===== config.mk =====
export PLATFORM = sky130hd
export DESIGN_NAME = day_count_between_dates
export DESIGN_NICKNAME = d
export VERILOG_FILES = /design/src/sv/daycnt_pkg.sv /design/src/sv/day_count_between_dates.sv /design/src/sv/daycnt_date_unit.sv /design/src/sv/daycnt_diff.sv
export VERILOG_INCLUDE_DIRS = /design/src /design/src/sv
export SDC_FILE = /design/constraint.sdc
export NUM_CORES = 1
export LEC_CHECK = 0
export ABC_AREA = 1
export BUFFER_PORTS_ARGS = -buffer_cell sky130_fd_sc_hd__buf_2
export CELL_PAD_IN_SITES_DETAIL_PLACEMENT = 1
export CELL_PAD_IN_SITES_GLOBAL_PLACEMENT = 2
export CORE_MARGIN = 2
export CORE_UTILIZATION = 38
export DETAILED_ROUTE_END_ITERATION = 8
export PLACE_DENSITY = 0.82
export SYNTH_ARGS = -nofsm -noshare
export SYNTH_HDL_FRONTEND = slang
export SYNTH_SLANG_ARGS = --single-unit

===== constraint.sdc =====
create_clock -name clk -period 4.3 [get_ports clk]
set_input_delay 0.86 -clock clk [delete_from_list [all_inputs] [get_ports clk]]
set_output_delay 0.86 -clock clk [all_outputs]
set_load 0.05 [all_outputs]

===== src/sv/day_count_between_dates_defines.svh =====
// Assertion helpers used by the file that checks its own logic.
// Both forms sample on clk and stay quiet while rst_n is low.
`ifndef DAY_COUNT_BETWEEN_DATES_DEFINES_SVH
`define DAY_COUNT_BETWEEN_DATES_DEFINES_SVH

// Same-cycle implication.
`define DAYCNT_ASSERT_IMPLIES(lbl, ante, cons, msg) \
  lbl: assert property (@(posedge clk) disable iff (!rst_n) (ante) |-> (cons)) \
    else $error(msg);

// Next-cycle implication.
`define DAYCNT_ASSERT_NEXT(lbl, ante, cons, msg) \
  lbl: assert property (@(posedge clk) disable iff (!rst_n) (ante) |=> (cons)) \
    else $error(msg);

`endif


===== src/sv/daycnt_pkg.sv =====
package daycnt_pkg;

  localparam int unsigned YEAR_W    = 14;
  localparam int unsigned MONTH_W   = 4;
  localparam int unsigned DAY_W     = 5;
  localparam int unsigned COUNT_W   = 22;
  localparam int unsigned DN_W      = 23;  // day number, room for out-of-range years
  localparam int unsigned CENT_W    = 8;   // year / 100 for any 14-bit year
  localparam int unsigned QUAD_W    = 13;  // (year + 399) / 4

  localparam int unsigned MAX_YEAR    = 9999;
  localparam int unsigned YEAR_OFFSET = 400;
  localparam int unsigned RECIP_100   = 5243;  // 2^19 / 100, rounded up
  localparam int unsigned RECIP_SHIFT = 19;
  localparam int unsigned MAX_COUNT   = 3652424;

  localparam logic [MONTH_W-1:0] MONTH_JAN = 4'd1;
  localparam logic [MONTH_W-1:0] MONTH_FEB = 4'd2;
  localparam logic [MONTH_W-1:0] MONTH_DEC = 4'd12;

  typedef enum logic [1:0] {
    ERR_NONE     = 2'd0,
    ERR_BAD_DATE = 2'd1,
    ERR_ORDER    = 2'd2
  } err_t;

  // Load strobes for the four per-date stages.
  typedef struct packed {
    logic s4;
    logic s3;
    logic s2;
    logic s1;
  } stage_en_t;

  // Month length; zero for a month code outside 1..12.
  function automatic logic [DAY_W-1:0] month_len(input logic [MONTH_W-1:0] m,
                                                 input logic leap);
    logic [DAY_W-1:0] len;
    case (m)
      4'd1, 4'd3, 4'd5, 4'd7, 4'd8, 4'd10, 4'd12: len = 5'd31;
      4'd4, 4'd6, 4'd9, 4'd11:                    len = 5'd30;
      4'd2:                                       len = leap ? 5'd29 : 5'd28;
      default:                                    len = 5'd0;
    endcase
    return len;
  endfunction

  // Days in the months before m in a common year.
  function automatic logic [8:0] days_before(input logic [MONTH_W-1:0] m);
    logic [8:0] n;
    case (m)
      4'd1:    n = 9'd0;
      4'd2:    n = 9'd31;
      4'd3:    n = 9'd59;
      4'd4:    n = 9'd90;
      4'd5:    n = 9'd120;
      4'd6:    n = 9'd151;
      4'd7:    n = 9'd181;
      4'd8:    n = 9'd212;
      4'd9:    n = 9'd243;
      4'd10:   n = 9'd273;
      4'd11:   n = 9'd304;
      4'd12:   n = 9'd334;
      default: n = 9'd0;
    endcase
    return n;
  endfunction

endpackage


===== src/sv/day_count_between_dates.sv =====
// Gregorian day difference, streaming.
// Input channel (in_*): one item carries a start date and an end date, each
// as year 0..9999, month 1..12 and day 1..month length. Output channel
// (out_*): one item per input item, in order: the day count from the start
// date to the end date in out_tdata and a status code in out_tuser
// (0 ok, 1 a field of either date is out of range, 2 end date before start
// date). On any nonzero status the count is zero. A range error wins over
// an order error.
// Three stages per date build a closed-form day number (range checks and
// year / 100 by reciprocal, leap rules, year sum), a fourth finishes it with
// the month and day sums, and the output register holds the difference.
// Throughput is one item per cycle while the receiver takes items.
// Each stage has its own valid bit and loads whenever it is empty or the
// stage after it moves, so bubbles close up under a stall. When the receiver
// stalls, the output item holds; in_tready drops only once all five stages
// hold items. Reset (rst_n low, synchronous) clears every valid bit and
// drops whatever items were in flight; data registers are not reset.
`include "day_count_between_dates_defines.svh"

module day_count_between_dates (
  input  logic        clk,
  input  logic        rst_n,
  input  logic        in_tvalid,
  output logic        in_tready,
  // [13:0] earlier_year, [17:14] earlier_month, [22:18] earlier_day,
  // [36:23] later_year, [40:37] later_month, [45:41] later_day, [47:46] zero
  input  logic [47:0] in_tdata,
  output logic        out_tvalid,
  input  logic        out_tready,
  // [21:0] day_count, [23:22] zero
  output logic [23:0] out_tdata,
  // [1:0] error_code
  output logic [1:0]  out_tuser
);

  localparam int unsigned NSTG = 5;  // four date stages plus the output register

  // Unpack the input item.
  logic [daycnt_pkg::YEAR_W-1:0]  earlier_year, later_year;
  logic [daycnt_pkg::MONTH_W-1:0] earlier_month, later_month;
  logic [daycnt_pkg::DAY_W-1:0]   earlier_day, later_day;

  assign earlier_year  = in_tdata[13:0];
  assign earlier_month = in_tdata[17:14];
  assign earlier_day   = in_tdata[22:18];
  assign later_year    = in_tdata[36:23];
  assign later_month   = in_tdata[40:37];
  assign later_day     = in_tdata[45:41];

  // Valid chain: stage k advances when empty or when stage k+1 advances.
  logic [NSTG-1:0] vld_r, vld_nxt;
  logic [NSTG-1:0] rdy;

  always_comb begin
    rdy[NSTG-1] = !vld_r[NSTG-1] || out_tready;
    for (int k = NSTG - 2; k >= 0; k--) begin
      rdy[k] = !vld_r[k] || rdy[k+1];
    end
    vld_nxt[0] = rdy[0] ? in_tvalid : vld_r[0];
    for (int k = 1; k < NSTG; k++) begin
      vld_nxt[k] = rdy[k] ? vld_r[k-1] : vld_r[k];
    end
  end

  always_ff @(posedge clk) begin
    if (!rst_n) begin
      vld_r <= '0;
    end else begin
      vld_r <= vld_nxt;
    end
  end

  daycnt_pkg::stage_en_t stg_en;

  assign stg_en.s1 = rdy[0];
  assign stg_en.s2 = rdy[1];
  assign stg_en.s3 = rdy[2];
  assign stg_en.s4 = rdy[3];

  // Two date lanes in lockstep.
  logic [daycnt_pkg::DN_W-1:0] start_num, end_num;
  logic                        start_ok, end_ok;

  daycnt_date_unit u_start (
    .clk     (clk),
    .en      (stg_en),
    .year    (earlier_year),
    .month   (earlier_month),
    .day     (earlier_day),
    .day_num (start_num),
    .date_ok (start_ok)
  );

  daycnt_date_unit u_end (
    .clk     (clk),
    .en      (stg_en),
    .year    (later_year),
    .month   (later_month),
    .day     (later_day),
    .day_num (end_num),
    .date_ok (end_ok)
  );

  // Output register: difference and status.
  logic [daycnt_pkg::COUNT_W-1:0] day_count;
  daycnt_pkg::err_t               error_code;

  daycnt_diff u_diff (
    .clk        (clk),
    .en         (rdy[NSTG-1]),
    .start_num  (start_num),
    .start_ok   (start_ok),
    .end_num    (end_num),
    .end_ok     (end_ok),
    .day_count  (day_count),
    .error_code (error_code)
  );

  assign in_tready  = rdy[0];
  assign out_tvalid = vld_r[NSTG-1];
  assign out_tdata  = {2'b00, day_count};
  assign out_tuser  = error_code;

  // Checks
  `DAYCNT_ASSERT_IMPLIES(a_err_zero_count, out_tvalid && (error_code != daycnt_pkg::ERR_NONE), day_count == '0, "nonzero count with error status")
  `DAYCNT_ASSERT_IMPLIES(a_count_range, out_tvalid, day_count <= daycnt_pkg::COUNT_W'(daycnt_pkg::MAX_COUNT), "day count out of range")
  `DAYCNT_ASSERT_IMPLIES(a_stall_full, !in_tready, (&vld_r) && !out_tready, "input stalled with a free stage")
  `DAYCNT_ASSERT_NEXT(a_accept_enters, in_tvalid && in_tready, vld_r[0], "accepted item not in first stage")

endmodule


===== src/sv/daycnt_date_unit.sv =====
module daycnt_date_unit (
  input  logic                                clk,
  input  daycnt_pkg::stage_en_t               en,
  input  logic [daycnt_pkg::YEAR_W-1:0]       year,
  input  logic [daycnt_pkg::MONTH_W-1:0]      month,
  input  logic [daycnt_pkg::DAY_W-1:0]        day,
  output logic [daycnt_pkg::DN_W-1:0]         day_num,
  output logic                                date_ok
);

  localparam int unsigned PROD_W = daycnt_pkg::YEAR_W + 13;
  localparam int unsigned YS_W   = daycnt_pkg::YEAR_W + 1;

  // Stage 1: range checks, year / 100 by reciprocal
  logic [PROD_W-1:0]                  cent_prod;
  logic [daycnt_pkg::YEAR_W-1:0]      y1_r;
  logic [daycnt_pkg::MONTH_W-1:0]     m1_r;
  logic [daycnt_pkg::DAY_W-1:0]       d1_r;
  logic [daycnt_pkg::CENT_W-1:0]      q1_r;
  logic                               rng1_r;

  assign cent_prod = PROD_W'(year) * PROD_W'(daycnt_pkg::RECIP_100);

  always_ff @(posedge clk) begin
    if (en.s1) begin
      y1_r   <= year;
      m1_r   <= month;
      d1_r   <= day;
      q1_r   <= cent_prod[daycnt_pkg::RECIP_SHIFT +: daycnt_pkg::CENT_W];
      rng1_r <= (year <= daycnt_pkg::YEAR_W'(daycnt_pkg::MAX_YEAR)) &&
                (month >= daycnt_pkg::MONTH_JAN) && (month <= daycnt_pkg::MONTH_DEC) &&
                (day != '0);
    end
  end

  // Stage 2: leap year, leap counts of the offset year, day-in-month check
  logic [6:0]                         rem100;
  logic                               leap;
  logic [daycnt_pkg::CENT_W-1:0]      p100;
  logic [YS_W-1:0]                    ys;
  logic [YS_W-1:0]                    pm1;
  logic [YS_W-1:0]                    ys2_r;
  logic [daycnt_pkg::QUAD_W-1:0]      p4_2_r;
  logic [daycnt_pkg::CENT_W-1:0]      p100_2_r;
  logic                               leap2_r;
  logic [daycnt_pkg::MONTH_W-1:0]     m2_r;
  logic [daycnt_pkg::DAY_W-1:0]       d2_r;
  logic                               ok2_r;

  always_comb begin
    rem100 = 7'(y1_r - daycnt_pkg::YEAR_W'(q1_r * 8'd100));
    leap   = (y1_r[1:0] == 2'b00) && ((rem100 != 7'd0) || (q1_r[1:0] == 2'b00));
    // (y + 399) / 100 = y / 100 + 3, plus one unless y is a whole century
    p100   = q1_r + daycnt_pkg::CENT_W'(3) + daycnt_pkg::CENT_W'(rem100 != 7'd0);
    ys     = YS_W'(y1_r) + YS_W'(daycnt_pkg::YEAR_OFFSET);
    pm1    = ys - YS_W'(1);
  end

  always_ff @(posedge clk) begin
    if (en.s2) begin
      ys2_r    <= ys;
      p4_2_r   <= pm1[YS_W-1:2];
      p100_2_r <= p100;
      leap2_r  <= leap;
      m2_r     <= m1_r;
      d2_r     <= d1_r;
      ok2_r    <= rng1_r && (d1_r <= daycnt_pkg::month_len(m1_r, leap));
    end
  end

  // Stage 3: day number of January 0 of the offset year
  logic [daycnt_pkg::DN_W-1:0]        ny3_r;
  logic                               leap3_r;
  logic [daycnt_pkg::MONTH_W-1:0]     m3_r;
  logic [daycnt_pkg::DAY_W-1:0]       d3_r;
  logic                               ok3_r;

  always_ff @(posedge clk) begin
    if (en.s3) begin
      ny3_r   <= daycnt_pkg::DN_W'(ys2_r) * daycnt_pkg::DN_W'(365) +
                 daycnt_pkg::DN_W'(p4_2_r) - daycnt_pkg::DN_W'(p100_2_r) +
                 daycnt_pkg::DN_W'(p100_2_r[daycnt_pkg::CENT_W-1:2]);
      leap3_r <= leap2_r;
      m3_r    <= m2_r;
      d3_r    <= d2_r;
      ok3_r   <= ok2_r;
    end
  end

  // Stage 4: add month offset, leap day and day of month
  logic [daycnt_pkg::DN_W-1:0]        dn4_r;
  logic                               ok4_r;

  always_ff @(posedge clk) begin
    if (en.s4) begin
      dn4_r <= ny3_r + daycnt_pkg::DN_W'(daycnt_pkg::days_before(m3_r)) +
               daycnt_pkg::DN_W'((m3_r > daycnt_pkg::MONTH_FEB) && leap3_r) +
               daycnt_pkg::DN_W'(d3_r);
      ok4_r <= ok3_r;
    end
  end

  assign day_num = dn4_r;
  assign date_ok = ok4_r;

endmodule


===== src/sv/daycnt_diff.sv =====
module daycnt_diff (
  input  logic                              clk,
  input  logic                              en,
  input  logic [daycnt_pkg::DN_W-1:0]       start_num,
  input  logic                              start_ok,
  input  logic [daycnt_pkg::DN_W-1:0]       end_num,
  input  logic                              end_ok,
  output logic [daycnt_pkg::COUNT_W-1:0]    day_count,
  output daycnt_pkg::err_t                  error_code
);

  logic [daycnt_pkg::DN_W-1:0]    span;
  daycnt_pkg::err_t               err;
  logic [daycnt_pkg::COUNT_W-1:0] count_r;
  daycnt_pkg::err_t               err_r;

  always_comb begin
    span = end_num - start_num;
    if (!start_ok || !end_ok) begin
      err = daycnt_pkg::ERR_BAD_DATE;
    end else if (end_num < start_num) begin
      err = daycnt_pkg::ERR_ORDER;
    end else begin
      err = daycnt_pkg::ERR_NONE;
    end
  end

  always_ff @(posedge clk) begin
    if (en) begin
      err_r   <= err;
      count_r <= (err == daycnt_pkg::ERR_NONE) ? span[daycnt_pkg::COUNT_W-1:0] : '0;
    end
  end

  assign day_count  = count_r;
  assign error_code = err_r;

endmodule

==> flow_summary.yaml <==
drt:
  wl_um: 94400
  wl_per_cell_um: 17.9
  vias_per_cell: 4.77
  num_vias: 25200
  firstDrtPassIters: 5
  drt_iter0_markers: 974
  route.detailed.drc: 0
  ant_nets: 0
clock_network:
  clk_pin_slew_ns: 0.06
  cts_buffers: 40
  cts_tree: "done"
  clkSinkCount: 321
  cts_root_buf: "clkbuf_16"
  htree_levels: 2
  worstSkewPairLatency_ns: 0.57
  holdBufCountCts: 0
  max-clock-path-buffers: 3
flow_run:
  maxCapViolCount: 0
place:
  place_inst: 5113
  place_area_um2: 37100
  finalWeightedCongestion: 0.863
  portBuffers: 75
  hpwl_um: 71000
setup_path:
  critPathArrivalTime_ns: 4.98
  crit_slowest_cell: "fa_1"
  required_ns: 4.60
  cp-end-kind: "flop"
  ff2ff_setup_slack_ns: -0.38
  critPathKind: "flop to flop"
  cp_max_fo: 4
  path_cells: "buf_6 > ha_4 > fa_1 > inv_1 > fa_1 > fa_1 > inv_2 > fa_1 > inv_2 > ha_4 > nand2_4 > inv_4 > nand3_2 > nor3_2 > buf_4 > nand4_1 > nand4_1 > nand2_1"
  crit_path_frequent_cell: "fa_1"
  rr_endpoint: "u_start.ny3_r[20]"
  r2r-start: "u_start.ys2_r[6]"
  slowest_delay_ns: 0.53
  rr_worst_depth: 18
  cp-start-kind: "flop"
timing:
  tightest_slew_ns: 1.12
  drv_slew: 0
  hold_violations: 0
  fin_crit_sh_pct: 109
  rsz0062_at_grt: "yes"
  final.min_clock_period_ns: 4.68
  setup_violations: 29
  timing.final.ws_setup_ns: -0.381
  clock.fmax_mhz: 214
  clock_skew_ns: 0.0249
  slew_headroom_pct: 25.4
floorplanning:
  die_area_um2: 88000
  start_util_pct: 38.3
  chipHeight_um: 297
  core_um2: 85000
  ios: 80
  die_x_um: 297
  rows: 107
grt:
  grt_use_met3_pct: 2.15
  grt_util_met1_pct: 26.5
  grt_pass1_vias: 27300
  grt_busiest_layer: "met2"
  grt_max_degree: 56
  gr-usage-met2_pct: 37.7
  grt_overflow_total: 0
  grt_antenna_before_repair: 6
  grt_use_total_pct: 20.8
  grt_pass1_wl_um: 145000
synthesis:
  yosys_warnings: 0
  synth-edff-count: 298
  syn-cell-area_um2: 32500
  ys_types: 48
  post-synth-top-area-fraction_pct: 27.5
  synth_ff_type: "edfxtp_1"
  syn_area_per_cell_um2: 9.09
  synth_area_leaders: "edfxtp_1 27%, fa_1 19%, ha_1 18%"
  synth_top_area_cell: "edfxtp_1"
  ys_seq_area_share_pct: 28.9
  ys_ff_latch: 321
  ys_async_sr_fraction_pct: 0
  netlist_instances: 3580
finish:
  seqCellArea_um2: 9410
  finalNonFillerCells: 5281
  fin_area_um2: 41600
  drive_gt1_share_pct: 26.3
  fin_nets: 4936
  area_delta_synth_final_pct: 27.8
  n_fill_cell: 9653
  multiInputGateArea_um2: 22300
hold_path:
  holdPathEnd: "u_start.ok3_r"
  hp-class: "flop to flop"
  hold_depth: 0
  hold_start: "u_start.ok2_r"
status:
  status: "finished with violations"
  violations: "setup timing"
## stage by stage
| stage | TNS (ns) | setup slack [ns] | hold WS [ns] | util (%) |
|---|---|---|---|---|
| floorplan | -0.522 | -0.105 | 0.400 | - |
| global placement | -14.20 | -0.616 | 0.403 | 43.6 |
| detailed placement | -17.37 | -0.671 | 0.406 | 43.6 |
| CTS | -1.14 | -0.195 | 0.410 | 47.1 |
| global route | -9.87 | -0.465 | 0.418 | 48.9 |
| finish | -6.24 | -0.381 | 0.411 | 48.9 |
## critical path: cells and delay by family (launching register included)
family,cells,cell delay [ns]
fa+ha+maj,6,2.57
simple gates,6,0.78
buf+inv,6,0.56
flops,1,0.50
## final cells by class
class                           instances  area share [%]
Multi-Input combinational cell       2362            53.5
Clock inverter                         24           0.535
Clock buffer                           50            2.64
Timing Repair Buffer                  488            9.09
Inverter                              891            8.16
Antenna cell                            1         0.00602
Sequential cell                       321            22.6
Tap cell                             1144            3.44
## layer usage
metal,vias to the layer above,part of all wire [%],wire [um]
met3,147,2.1,2000
li1,12300,-,-
met1,12500,44,41200
met5,-,0.060,57
met4,8,2.7,2580
met2,272,51,48600
## worst max path at each step
stage	cells past startpoint	to	startpoint
after floorplan	18	u_end.q1_r[3]	in_tdata[35]
after global placement	17	u_end.q1_r[6]	in_tdata[34]
after detailed placement	19	u_start.q1_r[6]	in_tdata[7]
after CTS	17	u_start.ny3_r[20]	u_start.ys2_r[6]
after global routing	18	u_start.ny3_r[20]	u_start.ys2_r[6]
final	18	u_start.ny3_r[20]	u_start.ys2_r[6]
## logic make-up (layout without fill, tap and decap cells)
logic type,count (synthesis),after routing,share of synthesized area [%]
other,1,3,0.0115
xor gates and xnor gates,98,98,2.64
DFF,321,321,28.9
AOI/OAI and AO/OA,279,279,4.91
buffers and inverters,898,1453,10.5
adders and majority gates,780,780,37.1
and+or+nand+nor,1203,1203,16.0
## registers in the layout (all words and copies together) (netlist names), 8 cells and up, named ones only
| register | flops |
|---|---|
| u_diff.day_count | 22 |
| u_end.day_num | 23 |
| u_end.ny3_r | 23 |
| u_end.p100_2_r | 8 |
| u_end.p4_2_r | 13 |
| u_end.q1_r | 8 |
| u_end.y1_r | 14 |
| u_end.ys2_r | 15 |
| u_start.day_num | 23 |
| u_start.ny3_r | 23 |
| u_start.p100_2_r | 8 |
| u_start.p4_2_r | 13 |
| u_start.q1_r | 8 |
| u_start.y1_r | 14 |
| u_start.ys2_r | 15 |
## synthesized netlist by cell type, types with 3 or more instances
master and instances:
inv_2 4, nand2_1 680, xnor2_1 27, nand3_1 156, nand3_2 8, dfxtp_1 23
o21a_1 6, and2_1 9, o21bai_1 18, o21ai_0 66, nor3_1 38, a21boi_0 7
nor2_1 195, nor2_4 4, nand4_1 57, or2_2 4, o21ai_1 5, inv_1 887
buf_4 4, a21oi_2 10, nor2_2 9, edfxtp_1 298, a21o_1 9, nand3b_1 11
o21ai_2 7, fa_1 309, nor3b_1 3, a21oi_1 140, xor2_1 71, ha_1 471
nand2_2 18
## cells in the final DEF (no fill, tap or decap), drive strengths merged, types with 7 or more instances in the layout
master / n
a21boi: 7
a21o: 9
a21oi: 150
and2: 9
buf: 486
clkbuf: 52
clkinv: 15
dfxtp: 23
edfxtp: 298
fa: 309
ha: 471
inv: 891
nand2: 700
nand3: 164
nand3b: 11
nand4: 59
nor2: 208
nor3: 40
o21ai: 79
o21bai: 18
xnor2: 27
xor2: 71
## what timing repair did
action                                  CTS  global route
buffers inserted                         53            49
pin swaps                               142           180
endpoints found under the setup margin   37            49
resized for setup                       302           315
gates cloned                              0             0
Power is left out: the tool's default activity adds up to more than one toggle a clock period on the data nets, which glitch-free logic cannot reach.
